File: src/design/rtc12_pkg.sv
// ----------------------------------------------------------------------------
// rtc12_pkg
// Shared types, codes, reset values and calendar helpers for the 12-hour
// real-time clock with calendar.
// ----------------------------------------------------------------------------
package rtc12_pkg;

    typedef enum logic [1:0] {
        OP_TICK = 2'd0,
        OP_INC  = 2'd1,
        OP_DEC  = 2'd2
    } t_opcode;

    typedef enum logic [2:0] {
        FLD_HOURS   = 3'd0,
        FLD_MINUTES = 3'd1,
        FLD_SECONDS = 3'd2,
        FLD_DAY     = 3'd3,
        FLD_MONTH   = 3'd4,
        FLD_YEAR    = 3'd5,
        FLD_AMPM    = 3'd6
    } t_field;

    typedef struct packed {
        logic [3:0] hours;
        logic [5:0] minutes;
        logic [5:0] seconds;
        logic       is_pm;
        logic [4:0] day;
        logic [3:0] month;
        logic [6:0] year;
    } t_time;

    localparam logic [15:0] TPS_RESET   = 16'd4000;
    localparam logic [3:0]  HOUR_RESET  = 4'd1;
    localparam logic [4:0]  DAY_RESET   = 5'd12;
    localparam logic [3:0]  MONTH_RESET = 4'd6;
    localparam logic [6:0]  YEAR_RESET  = 7'd22;
    localparam logic [6:0]  MIN_SEC_MAX = 7'd59;
    localparam logic [6:0]  HOUR_MAX    = 7'd12;
    localparam logic [6:0]  MONTH_MAX   = 7'd12;
    localparam logic [6:0]  YEAR_MAX    = 7'd99;

    function automatic logic [4:0] days_in_month(input logic [3:0] m);
        logic [4:0] d;
        case (m)
            4'd2:                      d = 5'd28;
            4'd4, 4'd6, 4'd9, 4'd11:   d = 5'd30;
            default:                   d = 5'd31;
        endcase
        return d;
    endfunction

    function automatic logic [6:0] wrap_up(input logic [6:0] v, input logic [6:0] lo,
                                           input logic [6:0] hi);
        return (v >= hi || v < lo) ? lo : 7'(v + 7'd1);
    endfunction

    function automatic logic [6:0] wrap_down(input logic [6:0] v, input logic [6:0] lo,
                                             input logic [6:0] hi);
        return (v <= lo || v > hi) ? hi : 7'(v - 7'd1);
    endfunction

endpackage

File: src/design/rtc_calendar_12_hour.sv
// ----------------------------------------------------------------------------
// rtc_calendar_12_hour
// 12-hour real-time clock with AM/PM flag, calendar and field editing.
// ----------------------------------------------------------------------------
// Each input item is a tick, an increment or a decrement of one selected
// field. A tick advances a prescaler unless setting is active; when the
// prescaler reaches ticks_per_second a second elapses and carries through
// seconds, minutes, hours, AM/PM, day, month and year.
// Every input item yields exactly one result item holding the time and date
// after that item. An accepted item is held in the input register, is worked
// out by the update logic into the clock state and the output register, and
// appears on o_valid from the output register.
// One item is taken every cycle while o_stall is low; the combinational
// update logic of the clock state sets that rate.
// When the receiver holds i_stall, the result stays unchanged in the output
// register; the input register still takes one more item, after which
// o_stall rises until the output drains.
// Synchronous reset loads 1:00:00 AM, day 12, month 6, year 22, clears the
// prescaler and sets ticks_per_second to 4000. The user, not the block, must
// write the register through i_cfg_we and i_cfg_wdata only while it is idle.
// ----------------------------------------------------------------------------
module rtc_calendar_12_hour (
    input  logic        i_clk,
    input  logic        i_rst_n,
    input  logic        i_cfg_we,
    input  logic [15:0] i_cfg_wdata,
    input  logic        i_valid,
    output logic        o_stall,
    input  logic [1:0]  i_opcode,
    input  logic [2:0]  i_field_select,
    input  logic        i_setting_active,
    output logic        o_valid,
    input  logic        i_stall,
    output logic [3:0]  o_hours,
    output logic [5:0]  o_minutes,
    output logic [5:0]  o_seconds,
    output logic        o_is_pm,
    output logic [4:0]  o_day_of_month,
    output logic [3:0]  o_month_number,
    output logic [6:0]  o_year_in_century
);
    import rtc12_pkg::*;

    logic [15:0] r_tps;
    logic [15:0] r_tick;
    logic [15:0] n_tick;
    t_time       r_time;
    t_time       n_time;
    t_time       r_out;
    logic        r_out_valid;
    logic        r_in_valid;
    logic [1:0]  r_op;
    logic [2:0]  r_sel;
    logic        r_set;
    logic        out_free;
    logic        in_accept;
    logic        advance;
    logic [15:0] limit;
    logic [16:0] tick_next;
    logic [4:0]  dmax;
    logic [3:0]  month_edit;
    logic [4:0]  dmax_new;

    assign out_free  = !r_out_valid || !i_stall;
    assign advance   = r_in_valid && out_free;
    assign o_stall   = r_in_valid && !out_free;
    assign in_accept = i_valid && !o_stall;

    assign limit     = (r_tps == 16'd0) ? 16'd1 : r_tps;
    assign tick_next = {1'b0, r_tick} + 17'd1;
    assign dmax      = days_in_month(r_time.month);
    assign month_edit = 4'((r_op == OP_INC)
        ? wrap_up(7'(r_time.month), 7'd1, MONTH_MAX)
        : wrap_down(7'(r_time.month), 7'd1, MONTH_MAX));
    assign dmax_new  = days_in_month(month_edit);

    always_comb begin
        n_time = r_time;
        n_tick = r_tick;
        case (r_op)
            OP_TICK: begin
                if (!r_set) begin
                    if (tick_next >= {1'b0, limit}) begin
                        n_tick = '0;
                        if (r_time.seconds < 6'd59) begin
                            n_time.seconds = r_time.seconds + 6'd1;
                        end else begin
                            n_time.seconds = '0;
                            if (r_time.minutes < 6'd59) begin
                                n_time.minutes = r_time.minutes + 6'd1;
                            end else begin
                                n_time.minutes = '0;
                                if (r_time.hours >= 4'd12) begin
                                    n_time.hours = 4'd1;
                                end else begin
                                    n_time.hours = r_time.hours + 4'd1;
                                    if (r_time.hours == 4'd11) begin
                                        n_time.is_pm = !r_time.is_pm;
                                        // Flipping back to AM starts a new day.
                                        if (r_time.is_pm) begin
                                            if (r_time.day >= dmax) begin
                                                n_time.day = 5'd1;
                                                if (r_time.month >= 4'd12) begin
                                                    n_time.month = 4'd1;
                                                    n_time.year = (r_time.year >= 7'd99)
                                                        ? 7'd0 : r_time.year + 7'd1;
                                                end else begin
                                                    n_time.month = r_time.month + 4'd1;
                                                end
                                            end else begin
                                                n_time.day = r_time.day + 5'd1;
                                            end
                                        end
                                    end
                                end
                            end
                        end
                    end else begin
                        n_tick = tick_next[15:0];
                    end
                end
            end
            OP_INC, OP_DEC: begin
                case (r_sel)
                    FLD_HOURS: n_time.hours = 4'((r_op == OP_INC)
                        ? wrap_up(7'(r_time.hours), 7'd1, HOUR_MAX)
                        : wrap_down(7'(r_time.hours), 7'd1, HOUR_MAX));
                    FLD_MINUTES: n_time.minutes = 6'((r_op == OP_INC)
                        ? wrap_up(7'(r_time.minutes), 7'd0, MIN_SEC_MAX)
                        : wrap_down(7'(r_time.minutes), 7'd0, MIN_SEC_MAX));
                    FLD_SECONDS: n_time.seconds = 6'((r_op == OP_INC)
                        ? wrap_up(7'(r_time.seconds), 7'd0, MIN_SEC_MAX)
                        : wrap_down(7'(r_time.seconds), 7'd0, MIN_SEC_MAX));
                    FLD_DAY: n_time.day = 5'((r_op == OP_INC)
                        ? wrap_up(7'(r_time.day), 7'd1, 7'(dmax))
                        : wrap_down(7'(r_time.day), 7'd1, 7'(dmax)));
                    FLD_MONTH: begin
                        n_time.month = month_edit;
                        if (r_time.day > dmax_new) begin
                            n_time.day = dmax_new;
                        end
                    end
                    FLD_YEAR: n_time.year = (r_op == OP_INC)
                        ? wrap_up(r_time.year, 7'd0, YEAR_MAX)
                        : wrap_down(r_time.year, 7'd0, YEAR_MAX);
                    FLD_AMPM: n_time.is_pm = !r_time.is_pm;
                    default: ;
                endcase
            end
            default: ;
        endcase
    end

    always_ff @(posedge i_clk) begin
        if (!i_rst_n) begin
            r_tps         <= TPS_RESET;
            r_tick        <= '0;
            r_time.hours  <= HOUR_RESET;
            r_time.minutes <= '0;
            r_time.seconds <= '0;
            r_time.is_pm  <= 1'b0;
            r_time.day    <= DAY_RESET;
            r_time.month  <= MONTH_RESET;
            r_time.year   <= YEAR_RESET;
            r_in_valid    <= 1'b0;
            r_out_valid   <= 1'b0;
        end else begin
            if (i_cfg_we) begin
                r_tps <= i_cfg_wdata;
            end
            if (in_accept) begin
                r_in_valid <= 1'b1;
            end else if (out_free) begin
                r_in_valid <= 1'b0;
            end
            if (out_free) begin
                r_out_valid <= r_in_valid;
            end
            if (advance) begin
                r_tick <= n_tick;
                r_time <= n_time;
            end
        end
    end

    always_ff @(posedge i_clk) begin
        if (in_accept) begin
            r_op  <= i_opcode;
            r_sel <= i_field_select;
            r_set <= i_setting_active;
        end
        if (advance) begin
            r_out <= n_time;
        end
    end

    assign o_valid           = r_out_valid;
    assign o_hours           = r_out.hours;
    assign o_minutes         = r_out.minutes;
    assign o_seconds         = r_out.seconds;
    assign o_is_pm           = r_out.is_pm;
    assign o_day_of_month    = r_out.day;
    assign o_month_number    = r_out.month;
    assign o_year_in_century = r_out.year;

    a_hours_range: assert property (@(posedge i_clk) disable iff (!i_rst_n)
        r_time.hours >= 4'd1 && r_time.hours <= 4'd12)
        else $error("hour register left the range 1 to 12");

    a_day_fits_month: assert property (@(posedge i_clk) disable iff (!i_rst_n)
        r_time.day >= 5'd1 && r_time.day <= days_in_month(r_time.month))
        else $error("day register beyond the length of the month");

    a_item_held: assert property (@(posedge i_clk) disable iff (!i_rst_n)
        r_in_valid && !out_free |=> r_in_valid && $stable(r_op) && $stable(r_sel))
        else $error("item in the input register lost while the output was blocked");

    a_second_edit: assert property (@(posedge i_clk) disable iff (!i_rst_n)
        advance && (r_op == OP_INC || r_op == OP_DEC) && r_sel == FLD_SECONDS
        |=> r_time.seconds != $past(r_time.seconds))
        else $error("seconds edit left the seconds unchanged");

endmodule
File: config.mk
export PLATFORM = sky130hd
export DESIGN_NAME = rtc_calendar_12_hour
export DESIGN_NICKNAME = d
export VERILOG_FILES = /design/src/design/rtc12_pkg.sv /design/src/design/rtc_calendar_12_hour.sv
export SDC_FILE = /design/constraint.sdc
export NUM_CORES = 1
export LEC_CHECK = 0
export ABC_AREA = 0
export BUFFER_PORTS_ARGS = -buffer_cell sky130_fd_sc_hd__buf_4
export CAP_MARGIN = 20
export CELL_PAD_IN_SITES_DETAIL_PLACEMENT = 1
export CELL_PAD_IN_SITES_GLOBAL_PLACEMENT = 1
export CORE_ASPECT_RATIO = 1.5
export CORE_UTILIZATION = 47
export CTS_BUF_LIST = sky130_fd_sc_hd__clkbuf_4
export DETAILED_ROUTE_END_ITERATION = 7
export GPL_TIMING_DRIVEN = 1
export MAX_ROUTING_LAYER = met4
export PLACE_DENSITY_LB_ADDON = 0.1
export SKIP_CTS_REPAIR_TIMING = 1
export SYNTH_ARGS = -nofsm -noshare
export SYNTH_HDL_FRONTEND = slang
export SYNTH_SLANG_ARGS = --single-unit
export TNS_END_PERCENT = 5
File: constraint.sdc
create_clock -name i_clk -period 4.4 [get_ports i_clk]
set_input_delay 0.66 -clock i_clk [delete_from_list [all_inputs] [get_ports i_clk]]
set_output_delay 0.66 -clock i_clk [all_outputs]
set_load 0.02 [all_outputs]
==> results_dict.tcl <==
set metrics [dict create \
    crit_path_max_fanout 17 \
    worstReg2RegStart "r_tick[0]" \
    dieWidth_um 108.1 \
    cts-root-buf "clkbuf_4" \
    grt_first_pass_wirelength_mm 42.72 \
    tightest_slew_ns 0.9144 \
    skew_ns 0.02031 \
    die_height_um 161.2 \
    core_area_mm2 0.01633 \
    slew_viol_final 0 \
    ff2ff_path_depth 13 \
    placed_area_mm2 0.008513 \
    ys_async_sr_fraction 0 \
    drive_gt1_frac 0.1239 \
    critPathKind "register to register" \
    synth_xor_area_frac 0.02758 \
    nNetsFinal 1082 \
    status "finished clean" \
    fin_area_mm2 0.008680 \
    worst_slack_ns 0.3752 \
    netlist_instances 994 \
    grt_max_degree 43 \
    fmax_ghz 0.2485 \
    clock_path_buffers 2 \
    slowest_stage "o2111a_2" \
    start_util 0.4861 \
    synth_flop_cell "dfxtp_1" \
    dp_slack_ns 0.2822 \
    clock-sinks 106 \
    grt_pass1_vias 8401 \
    hold_depth 1 \
    drcViolationCount 0 \
    clk_latency_ns 0.52 \
    grt_overflow 0 \
    path_clk_slew_ns 0.19 \
    synth_fa_ha_area_frac 0.06777 \
    cp_cell_sequence "ha_1 > nand3_1 > nor2_4 > nand3_1 > xnor2_1 > ha_1 > a21oi_1 > nand2_1 > o21ai_0 > o2111a_2 > nor3_1 > a22o_1 > o21bai_1" \
    max_cap_viol_count 0 \
    worstPathArrival_ns 4.30 \
    final_core_util 0.5314 \
    hold_start "i_opcode[1]" \
    via_per_inst 6.573 \
    synth_top_family_by_area "compound AO/OA/AOI/OAI gates" \
    setup_viol 0 \
    reg2reg_setup_slack_ns 0.38 \
    area_delta_synth_final_pct 9.330 \
    r2r-end "o_seconds[4]" \
    muxShareOfSynthArea 0.01545 \
    hp-class "primary input to register" \
    synthTopCellsByArea "dfxtp_1, edfxtp_1, ha_1, a21oi_1, nand2_1" \
    worst_setup_path_start_kind "register" \
    synth_cell_types 84 \
    yosysWarnings 0 \
    synth_top_area_cell "dfxtp_1" \
    powerDensity_mw_per_mm2 247.5 \
    p_leak_nw 3.306 \
    critPathCaptureType "register" \
    port_buffers 61 \
    slew_headroom 0.3882 \
    peakVddDrop_uv 152.7 \
    gp_congestion 0.9165 \
    holdWs_ns 0.3032 \
    critPathMaxStageDelay_ns 0.60 \
    required_ns 4.67 \
    drt_first_pass_iters 5 \
    route.antenna.remaining_nets 0 \
    min_delay_worst_endpoint "r_op[1]" \
    fin_crit_ns 4.025 \
    yosys_register_bits 106 \
    seq_area_frac_synth 0.3165 \
    fin_setup_tns_ns 0 \
    synth_edf_count 39 \
    wl_per_cell_um 21.76 \
    synth_top_area_frac 0.1690 \
    htreeDepth 3 \
    synthSimpleGateAreaFrac 0.2195 \
    avgSynthCellArea_um2 7.987 \
    gr-usage-all-layers 0.3233 \
    dieArea_mm2 0.01743 \
    rsz0062_at_grt "false" \
    io_pins 62 \
    drt_wl_total_mm 26.64 \
    drtIter0Drc 465 \
    antenna_found_initial 1 \
    cts_tree "yes" \
    syn-cell-area_mm2 0.007939 \
    period_share 0.9147 \
    dp_hpwl_mm 19.35 \
    synth_compound_area_frac 0.2898 \
    dr_total_vias 8045 \
    numCtsBuffers 9 \
    syn_nets 1064 \
    placementRows 57 \
    hold_viol 0 \
]
## power breakdown
group / internal (mW) / leakage (nW) / switching (mW) / total [mW]
Sequential: 1.06 / 0.917 / 0.0546 / 1.12
Clock: 0.185 / 0.0847 / 0.394 / 0.579
Combinational: 0.171 / 2.30 / 0.281 / 0.452
## routing by layer
metal,up-vias,part of all wire,track usage
li1,3743,-,-
met1,3969,0.38,0.3278
met2,241,0.53,0.5938
met3,92,0.040,0.03511
met4,0,0.050,0.1756
met5,-,0,-
## metrics by stage
step                instances  total power [mW]
floorplan                 994             1.418
global placement         1207             1.573
detailed placement       1207             1.584
CTS                      1223             2.152
global route             1224             2.228
finish                   1224             2.148
## worst max-delay path by stage
stage / start / endpoint / slack (ns) / depth (start not counted)
2_1_floorplan: r_tick[2] / o_day_of_month[2] / 0.90 / 16
5_1_grt: r_tick[0] / o_day_of_month[1] / 0.09 / 13
6_report: r_tick[0] / o_seconds[4] / 0.38 / 13
3_3_place_gp: r_tick[0] / o_seconds[4] / 0.46 / 13
3_5_place_dp: r_tick[0] / o_minutes[3] / 0.28 / 13
4_1_cts: r_tick[0] / o_minutes[3] / 0.24 / 13
## cell usage after synthesis, types with 5 or more instances
master,count
a211oi_1,11
a21o_1,10
a21oi_1,83
a221oi_1,5
a22oi_1,8
a2bb2oi_1,6
a31oi_1,21
and2_1,9
and3_1,11
and3b_1,5
buf_1,5
buf_2,14
clkbuf_1,54
dfxtp_1,67
edfxtp_1,39
ha_1,43
inv_1,50
mux2i_1,10
nand2_1,85
nand2b_1,7
nand3_1,45
nand3b_1,5
nand4_1,9
nor2_1,77
nor2b_1,10
nor3_1,28
nor3b_1,5
nor4_1,11
o2111ai_1,5
o211ai_1,20
o21a_1,9
o21ai_0,63
o221ai_1,9
o2bb2ai_1,10
o31a_1,8
o31ai_1,9
o32ai_1,8
or3_1,11
xnor2_1,18
xor2_1,7
## registers in the layout (all words and copies together), names as in the netlist, 2 cells and up
register           flops
o_day_of_month         5
r_time                33
r_op                   2
r_tick                16
r_sel                  3
o_hours                4
o_month_number         4
o_year_in_century      7
o_seconds              6
o_minutes              6
r_tps                 16
## kinds of logic after synthesis
family                     after synthesis
and+or+nand+nor                        341
AOI/OAI and AO/OA                      340
buffers and inverters                  127
DFF                                    106
adders and majority gates               43
xor gates and xnor gates                25
muxes                                   12
## cell type report
| class | count | area [um^2] |
|---|---|---|
| Sequential cell | 106 | 2512 |
| Clock inverter | 7 | 83.83 |
| Tap cell | 206 | 257.7 |
| Fill cell | 2060 | 7652 |
| Timing Repair Buffer | 82 | 615.6 |
| Inverter | 52 | 195.2 |
| Clock buffer | 9 | 67.56 |
| Multi-Input combinational cell | 761 | 4945 |
| Antenna cell | 1 | 2.502 |
## critical path, delay by kind of cell (launching register included)
family / cells / cell delay, ns
compound gates: 5 / 1.61
simple gates: 5 / 0.96
fa+ha+maj: 2 / 0.54
flops: 1 / 0.45
xor+xnor: 1 / 0.22
## placed cells by master, fill, tap and decap left out, types with 10 or more instances in the layout
master / n
nor2_1: 77
o2bb2ai_1: 10
inv_1: 49
and3_1: 11
mux2i_1: 10
a21oi_1: 83
a21o_1: 10
o211ai_1: 20
ha_1: 42
xnor2_1: 18
dfxtp_1: 67
nor2b_1: 10
or3_1: 11
nor4_1: 11
buf_4: 82
nand3_1: 45
a211oi_1: 11
edfxtp_1: 39
nand2_1: 85
a31oi_1: 21
nor3_1: 28
o21ai_0: 63
Power figures use the tool's default switching activity.
